[config.mk]
export PLATFORM = sky130hd
export DESIGN_NAME = print_stream_format_sniffer_core
export DESIGN_NICKNAME = d
export VERILOG_FILES = /design/src/psfs_pkg.sv /design/src/psfs_scan.sv /design/src/psfs_classify.sv /design/src/print_stream_format_sniffer_core.sv
export SDC_FILE = /design/constraint.sdc
export NUM_CORES = 1
export LEC_CHECK = 0
export ABC_AREA = 1
export ABC_CLOCK_PERIOD_IN_PS = 16700
export BUFFER_PORTS_ARGS = -buffer_cell sky130_fd_sc_hd__buf_2
export CAP_MARGIN = 10
export CORE_UTILIZATION = 35
export DETAILED_ROUTE_END_ITERATION = 12
export PLACE_DENSITY_LB_ADDON = 0.08
export SLEW_MARGIN = 10
export SYNTH_ARGS = -nofsm -noshare
export SYNTH_HDL_FRONTEND = slang
export SYNTH_SLANG_ARGS = --single-unit
[constraint.sdc]
create_clock -name clk -period 16.7 [get_ports clk]
set_input_delay 2.505 -clock clk [delete_from_list [all_inputs] [get_ports clk]]
set_output_delay 2.505 -clock clk [all_outputs]
set_load 0.01 [all_outputs]
[src/psfs_pkg.sv]
// shared types, constants and the format decision function for the format sniffer
package psfs_pkg;

	localparam int unsigned SCAN_LIMIT = 8192;
	localparam int unsigned CNT_W      = $clog2(SCAN_LIMIT + 1);
	localparam int unsigned WIN_LEN    = 44;
	localparam int unsigned HDR_LEN    = 9;
	localparam int unsigned HDR_IDX_W  = $clog2(HDR_LEN);

	typedef enum logic [2:0] {
		FMT_UNKNOWN = 3'd0,
		FMT_XPS     = 3'd1,
		FMT_PCL     = 3'd2,
		FMT_EMF     = 3'd3,
		FMT_PS      = 3'd4,
		FMT_RAW     = 3'd5
	} fmt_t;

	typedef logic [HDR_LEN-1:0][7:0] hdr_t;

	// escape, "%-12345X"; index 0 is the first byte
	localparam hdr_t PJL_HDR = {8'h58, 8'h35, 8'h34, 8'h33, 8'h32,
		8'h31, 8'h2D, 8'h25, 8'h1B};

	localparam logic [7:0] ESC_BYTE = 8'h1B;
	localparam int unsigned EMF_LOOKBACK = 40;

	// scan state after the current byte is taken in
	typedef struct packed {
		logic [CNT_W-1:0] count;
		hdr_t             hdr;
		logic             emf_seen;
		logic             ps_seen;
		logic             esc_seen;
	} scan_status_t;

	function automatic fmt_t decide_fmt(input scan_status_t st);
		fmt_t f;
		f = FMT_RAW;
		if (st.count < CNT_W'(4))
			f = FMT_UNKNOWN;
		else if (st.hdr[0] == 8'h50 && st.hdr[1] == 8'h4B &&
				st.hdr[2] == 8'h03 && st.hdr[3] == 8'h04)
			f = FMT_XPS;
		else if (st.hdr[0] == 8'h21 && st.hdr[1] == 8'h52 && st.hdr[2] == 8'h21)
			f = FMT_PCL;
		else if (st.count >= CNT_W'(HDR_LEN) && st.hdr == PJL_HDR)
			f = FMT_PCL;
		else if (st.emf_seen)
			f = FMT_EMF;
		else if (st.ps_seen)
			f = FMT_PS;
		else if (st.esc_seen)
			f = FMT_PCL;
		return f;
	endfunction

endpackage

[src/psfs_scan.sv]
// scan state: byte count, header capture, sliding window and pattern flags
module psfs_scan (
	input  logic                 clk,
	input  logic                 arst_n,
	input  logic                 step,
	input  logic [7:0]           data_byte,
	input  logic                 is_last,
	output psfs_pkg::scan_status_t status
);
	import psfs_pkg::*;

	logic [CNT_W-1:0]            count_q;
	logic                        emf_q, ps_q, esc_q;
	hdr_t                        hdr_q, hdr_n;
	logic [WIN_LEN-1:0][7:0]     win_q, win_n;
	logic                        scan;
	logic                        emf_hit, ps_hit, esc_hit;

	assign scan = count_q < CNT_W'(SCAN_LIMIT);

	always_comb begin
		win_n = win_q;
		hdr_n = hdr_q;
		if (scan) begin
			win_n[WIN_LEN-2:0] = win_q[WIN_LEN-1:1];
			win_n[WIN_LEN-1]   = data_byte;
			if (count_q < CNT_W'(HDR_LEN))
				hdr_n[count_q[HDR_IDX_W-1:0]] = data_byte;
		end
	end

	// window index WIN_LEN-1 holds the current byte
	assign emf_hit = count_q >= CNT_W'(WIN_LEN - 1) &&
		win_n[40] == 8'h20 && win_n[41] == 8'h45 &&
		win_n[42] == 8'h4D && win_n[43] == 8'h46 &&
		win_n[43-EMF_LOOKBACK-3] == 8'h01 && win_n[43-EMF_LOOKBACK-2] == 8'h00 &&
		win_n[43-EMF_LOOKBACK-1] == 8'h00 && win_n[43-EMF_LOOKBACK] == 8'h00;
	assign ps_hit = count_q >= CNT_W'(3) &&
		win_n[40] == 8'h25 && win_n[41] == 8'h21 &&
		win_n[42] == 8'h50 && win_n[43] == 8'h53;
	assign esc_hit = count_q >= CNT_W'(1) && win_n[42] == ESC_BYTE &&
		(win_n[43] == 8'h45 || win_n[43] == 8'h26 || win_n[43] == 8'h2A);

	always_comb begin
		status.count    = scan ? count_q + CNT_W'(1) : count_q;
		status.hdr      = hdr_n;
		status.emf_seen = emf_q | (scan & emf_hit);
		status.ps_seen  = ps_q | (scan & ps_hit);
		status.esc_seen = esc_q | (scan & esc_hit);
	end

	always_ff @(posedge clk or negedge arst_n) begin
		if (!arst_n) begin
			count_q <= '0;
			emf_q   <= 1'b0;
			ps_q    <= 1'b0;
			esc_q   <= 1'b0;
		end else if (step) begin
			if (is_last) begin
				count_q <= '0;
				emf_q   <= 1'b0;
				ps_q    <= 1'b0;
				esc_q   <= 1'b0;
			end else begin
				count_q <= status.count;
				emf_q   <= status.emf_seen;
				ps_q    <= status.ps_seen;
				esc_q   <= status.esc_seen;
			end
		end
	end

	// header and window need no clear: the count guards every read
	always_ff @(posedge clk) begin
		if (step) begin
			win_q <= win_n;
			hdr_q <= hdr_n;
		end
	end

endmodule

[src/psfs_classify.sv]
// format decision and the result register on the master side
module psfs_classify (
	input  logic                   clk,
	input  logic                   arst_n,
	input  logic                   load,
	input  psfs_pkg::scan_status_t status,
	output logic                   m_axis_tvalid,
	input  logic                   m_axis_tready,
	output logic [7:0]             m_axis_tdata
);
	import psfs_pkg::*;

	fmt_t code_q;
	logic valid_q;

	always_ff @(posedge clk or negedge arst_n) begin
		if (!arst_n)
			valid_q <= 1'b0;
		else if (load)
			valid_q <= 1'b1;
		else if (m_axis_tready)
			valid_q <= 1'b0;
	end

	always_ff @(posedge clk) begin
		if (load)
			code_q <= decide_fmt(status);
	end

	assign m_axis_tvalid = valid_q;
	assign m_axis_tdata  = {5'b0, code_q};

endmodule

[src/print_stream_format_sniffer_core.sv]
// top level of the print stream format sniffer
// Usage:
//   s_axis carries one byte of a spooled print file per transfer; tlast marks
//   the final byte of a file. m_axis carries one format code per file, sent
//   on the transfer after the file's last byte is processed.
//   Codes: 0 unknown, 1 XPS, 2 PCL, 3 EMF, 4 PostScript, 5 RAW.
//   Only the first 8192 bytes of a file are scanned; later bytes are taken
//   and dropped, though their tlast still ends the file.
// Order: a byte is held in the input register and scanned as it leaves it;
//   a file's code goes into the m_axis result register as its last byte leaves.
// Throughput: one byte per cycle unless a last byte waits for the result slot;
//   the input register feeds the combinational window compare and state update.
// Reset: arst_n clears counters, flags and both valid bits; the first byte
//   after reset starts a new file. After each result the scan state clears.
// Stall: while a result waits on m_axis_tready, non-last bytes keep flowing;
//   a last byte waits in the input register until the result slot frees.
module print_stream_format_sniffer_core (
	input  logic       clk,
	input  logic       arst_n,
	input  logic       s_axis_tvalid,
	output logic       s_axis_tready,
	input  logic [7:0] s_axis_tdata,   // [7:0] data_byte
	input  logic       s_axis_tlast,   // is_last
	output logic       m_axis_tvalid,
	input  logic       m_axis_tready,
	output logic [7:0] m_axis_tdata    // [2:0] format_code, [7:3] zero
);
	import psfs_pkg::*;

	logic         valid_s1;
	logic [7:0]   byte_s1;
	logic         last_s1;
	logic         out_free;
	logic         advance;
	scan_status_t status;

	assign out_free      = !m_axis_tvalid || m_axis_tready;
	assign advance       = valid_s1 && (!last_s1 || out_free);
	assign s_axis_tready = !valid_s1 || advance;

	always_ff @(posedge clk or negedge arst_n) begin
		if (!arst_n)
			valid_s1 <= 1'b0;
		else if (s_axis_tready)
			valid_s1 <= s_axis_tvalid;
	end

	always_ff @(posedge clk) begin
		if (s_axis_tready && s_axis_tvalid) begin
			byte_s1 <= s_axis_tdata;
			last_s1 <= s_axis_tlast;
		end
	end

	psfs_scan u_scan (
		.clk       (clk),
		.arst_n    (arst_n),
		.step      (advance),
		.data_byte (byte_s1),
		.is_last   (last_s1),
		.status    (status)
	);

	psfs_classify u_classify (
		.clk           (clk),
		.arst_n        (arst_n),
		.load          (advance && last_s1),
		.status        (status),
		.m_axis_tvalid (m_axis_tvalid),
		.m_axis_tready (m_axis_tready),
		.m_axis_tdata  (m_axis_tdata)
	);

endmodule
# [Word level (Yosys, flattened, before mapping)]
# Index checks and enable logic that the tools add are counted.
[classes] addsub=1 order_cmp=9 n_eq_ne=21 muxes=19 bitwise_logic=6 reduce_logical=39
[op_table] op="$mux 352" n=1
[op_table] op="$mux 72" n=2
[op_table] op="$bwmux 72" n=1
[op_table] op="$eq 72x71->1 const B" n=1
[op_table] op="$eq 8x7->1 const B" n=9
[op_table] op="$eq 8x6->1 const B" n=7
[op_table] op="$demux 8 s4" n=1
[op_table] op="$mux 14" n=2
[op_table] op="$logic_and 1x1->1" n=24
[op_table] op="$logic_not 8->1" n=3
[op_table] op="$add 14x1->14 const B" n=1
[op_table] op="$ge 14x1->1 const B" n=1
[op_table] op="$ge 14x2->1 const B" n=1
[op_table] op="$ge 14x4->1 const B" n=1
[op_table] op="$ge 14x6->1 const B" n=1
[op_table] op="$lt 14x14->1 const B" n=1
[op_table] op="$lt 14x3->1 const B" n=1
[op_table] op="$lt 14x4->1 const B" n=1
[op_table] op="$eq 8x1->1 const B" n=1
[op_table] op="$eq 8x2->1 const B" n=1
[op_table] op="$eq 8x3->1 const B" n=1
[op_table] op="$eq 8x5->1 const B" n=1
[op_table] op="$mux 8" n=1
[op_table] op="$mux 1" n=6
[op_table] op="other kinds (12)" n=25
[word_totals] reg_bits=455 input_bits=13 output_inout_bits=10 wordCells=159

# [Longest topological paths before layout]
[logic_depth] ltp_word=17 mapped_depth=19 mapped_depth_nobuf=18

# [By module]
# A second synthesis with hierarchy kept.
[hier_totals] hier_cells=1332 area_unflattened_um2=17504.3
[by_module_without_submodules] mod="psfs_scan" instances=1 cells_per_inst=1113 area_per_inst_um2=16204.3
[by_module_without_submodules] mod="psfs_classify" instances=1 cells_per_inst=199 area_per_inst_um2=953.4
[by_module_without_submodules] mod="print_stream_format_sniffer_core" instances=1 cells_per_inst=20 area_per_inst_um2=346.6

# [Least setup slack after synthesis]
# Ideal clock, no wire load.
[synth_path] path_type="input to register" from="input port m_axis_tready" to="register u_scan.win_q[100] in the netlist's numbering (enable)" setup_ps=942 t_arrival_ps=14626 required_time_ps=15758 path_slack_ps=1132 cell_stages=4 n_path_buf=0 path_cell_list="inv_1 > nand3_1 > nand2_1 > nor2_1"
[synth_via] elab_chain_cells=4
[synth_rtl] item="start, declared" line_no="print_stream_format_sniffer_core.sv:25" source="input logic m_axis_tready,"
[synth_rtl] item="$logic_or 1x1->1" line_no="print_stream_format_sniffer_core.sv:37" source="assign out_free = !m_axis_tvalid || m_axis_tready;"
[synth_rtl] item="$logic_or 1x1->1" line_no="print_stream_format_sniffer_core.sv:38" source="assign advance = valid_s1 && (!last_s1 || out_free);"
[synth_rtl] item="$logic_and 1x1->1" line_no="print_stream_format_sniffer_core.sv:38"
[synth_rtl] item="$reduce_and 2->1 (no line)"
[synth_rtl] item="end signal, assigned" line_no="psfs_scan.sv:76" source="win_q <= win_n;"
[synth_rtl] item="end, declared" line_no="psfs_scan.sv:15" source="logic [WIN_LEN-1:0][7:0] win_q, win_n;"
# Every way passes these cells.
# A chain may end at the register's enable or synchronous reset.

# [Final worst setup path]
[layout_path] from="input port m_axis_tready" to="output port s_axis_tready"
[layout_via] elab_chain_cells=4
[layout_rtl] item="$logic_or 1x1->1" line_no="print_stream_format_sniffer_core.sv:37"
[layout_rtl] item="$logic_or 1x1->1" line_no="print_stream_format_sniffer_core.sv:38"
[layout_rtl] item="$logic_and 1x1->1" line_no="print_stream_format_sniffer_core.sv:38"
[layout_rtl] item="$logic_or 1x1->1" line_no="print_stream_format_sniffer_core.sv:39" source="assign s_axis_tready = !valid_s1 || advance;"
[layout_rtl] item="end, declared" line_no="print_stream_format_sniffer_core.sv:21" source="output logic s_axis_tready,"
# Every way passes these cells.

==> reports/results.txt <==
outcome: finished, final reports clean
Post-Synthesis Cells: 1585
Yosys top cell area share: 70.7%
Final GP Congestion: 0.760
Global Route Usage Sum: 13.9%
Max Fclk: 0.183 GHz
# H-tree levels: 2
filler instances: 4939
Initial Util: 35.8%
Via density: 4.64
critical path launch point type: primary input
Crit path arrival time: 2.97 ns
clk sink count: 455
pin count of the biggest net entering global routing: 211
global-route wire length before repair: 58100 um
top post-synthesis cells by area: edfxtp_1 (71%), nand2_1 (9.2%), inv_1 (4.1%)
LEAKAGE: 0.00821 uW
diodes inserted: 0
TritonCTS clock tree: built
synthesis-to-finish area growth: 12.4%
share of cells above drive strength 1: 8.03%
Storage cell area: 0.0136 mm2
max-slew violations: 0
Worst Path Max Fanout: 3
Core Area: 0.0518 mm2
Syn Area/Cell: 11.7 um2
num ports: 23
Power Density: 135 mW/mm2
HPWL Detailed: 20900 um
Skew-Pair Late Insertion Delay: 0.61 ns
footprint of the multi-input gates: 0.00383 mm2
max_slew headroom: 24.7%
wire per inst: 15.7 um
input/output buffers: 17
Tightest Hold Check Type: reg2reg
height of the die: 232 um
RSZ-0062 raised after global routing: false
CTS Buf Count: 50
most frequent cell after synthesis: nand2_1
Hold WS: 0.396 ns
DRC viols: 0
GRT overflow: 0
maxcap violations: 0
final setup fails: 0
Worst Clk Skew: 0.0406 ns
setup TNS: 0 ns
clock edge transition at the registers on the reported setup and hold paths: 0.06 ns
post-route ant nets: 0
Critical Path RT: 14.20 ns
vias: 10800
Worst Setup End Kind: output port
Setup Buffers After CTS: 0
final instance area: 0.0208 mm2
synth unique cells: 37
initial antenna violation count: 0
Cell Area, Synth: 0.0185 mm2
sequential area share after synthesis: 73.2%
Primary FF master, synth: edfxtp_1
hold_buf cts: 0
Synth async-reset ratio: 4.18%
clk buf depth: 3
maximum vdd drop: 80.2 uV
root buf cell: clkbuf_16
DRT Pass-1 Iters: 6
Rows: 83
NumNets Final: 1622
Placed Instance Area: 0.0192 mm2
final hold vios: 0
Post-synth EDFFs: 436
Yosys warning count: 0
Worst-Margin Slew: 1.13 ns
Post-Route WL: 36400 um
vias in the first global route: 10500
leading area contributor after synthesis: edfxtp_1
Die X: 232 um
flop and latch count out of synthesis: 455
Tcrit/Tclk final: 32.8%
crit path kind: in2out
Initial DRC Count: 809
minimum clock period: 5.47 ns
Synth top cells by count: nand2_1 (455), edfxtp_1 (436), inv_1 (202)
die area: 0.0539 mm2
Resize count post-CTS: 0
power by group:
part	internal, uW	switching, uW	total [uW]
clock network	646	456	1100
registers	1410	45.6	1460
logic	70.7	190	260
total	2130	691	2820
kinds of logic after synthesis:
kind of cell | Yosys count | share of synthesized area (%)
compound gates | 131 | 3.75
flops | 455 | 73.2
simple gates | 716 | 16.2
other cells | 1 | 0.0202
xor+xnor | 7 | 0.331
fa+ha+maj | 4 | 0.270
buf+inv | 271 | 6.23
area by class of cell:
cell class                      instances  area share (%)
Clock buffer                           59            6.17
Clock inverter                         32            1.68
Sequential cell                       455            65.2
Tap cell                              680            4.08
Timing Repair Buffer                   23           0.685
Multi-Input combinational cell        863            18.4
Inverter                              212            3.84
layer usage:
| layer | share of wire (%) | up-vias | GRT usage [%] | wire, um |
|---|---|---|---|---|
| li1 | - | 5349 | - | - |
| met1 | 50 | 5174 | 20.0 | 18200 |
| met2 | 42 | 195 | 20.1 | 15300 |
| met3 | 5.1 | 70 | 3.40 | 1850 |
| met4 | 2.9 | 0 | 4.95 | 1070 |
| met5 | 0 | - | 0 | 0 |
critical path: stages:
cell	delay (ns)
buf_2	0.09
inv_1	0.08
nand4_1	0.12
buf_2	0.17
worst paths after layout:
| kind | startpoint | end | slack, ns | depth (start not counted) |
|---|---|---|---|---|
| min reg2reg | u_scan.win_q[204] | u_scan.win_q[196] | 0.40 | 0 |
| max in group asynchronous | arst_n | u_scan.count_q[13] | 14.48 | 1 |
| min | u_scan.win_q[204] | u_scan.win_q[196] | 0.40 | 0 |
| max | m_axis_tready | s_axis_tready | 11.23 | 4 |
| max reg2reg | u_scan.count_q[0] | u_classify.code_q[2] | 12.42 | 16 |
| min in group asynchronous | arst_n | u_scan.count_q[0] | 1.85 | 1 |
metrics by stage:
stage	cells	utilization (%)	total power (uW)	worst slack, ns
after floorplan	1589	-	1690	1.13
after global placement	2233	37.0	1740	11.23
after detailed placement	2233	37.0	1740	11.23
after CTS	2324	40.2	2870	11.22
after global routing	2324	40.2	2960	11.15
final	2324	40.2	2820	11.23
cell usage in the layout, fill, tap and decap left out, types with 8 or more instances in the layout:
cell,synthesis,final
buf_2,31,17
clkbuf_1,9,9
clkbuf_16,0,50
clkinv_1,3,12
clkinv_2,0,10
dfrtp_1,19,18
edfxtp_1,436,436
inv_1,202,202
nand2_1,455,455
nand2_2,8,8
nand3_1,86,86
nand4_1,27,27
nor2_1,114,113
o21ai_0,98,98
o21ai_1,8,8
o22ai_1,13,13
state kept, by name, indices dropped and copies added, names as in the netlist:
| signal | cells |
|---|---|
| u_scan.win_q | 352 |
| u_scan.hdr_q | 72 |
| u_scan.count_q | 14 |
| byte_s1 | 8 |
| u_classify.code_q | 3 |
| last_s1 | 1 |
| u_classify.m_axis_tvalid | 1 |
| u_scan.emf_q | 1 |
| u_scan.esc_q | 1 |
| u_scan.ps_q | 1 |
| valid_s1 | 1 |
Note: power is estimated with default switching activity, not from simulation.
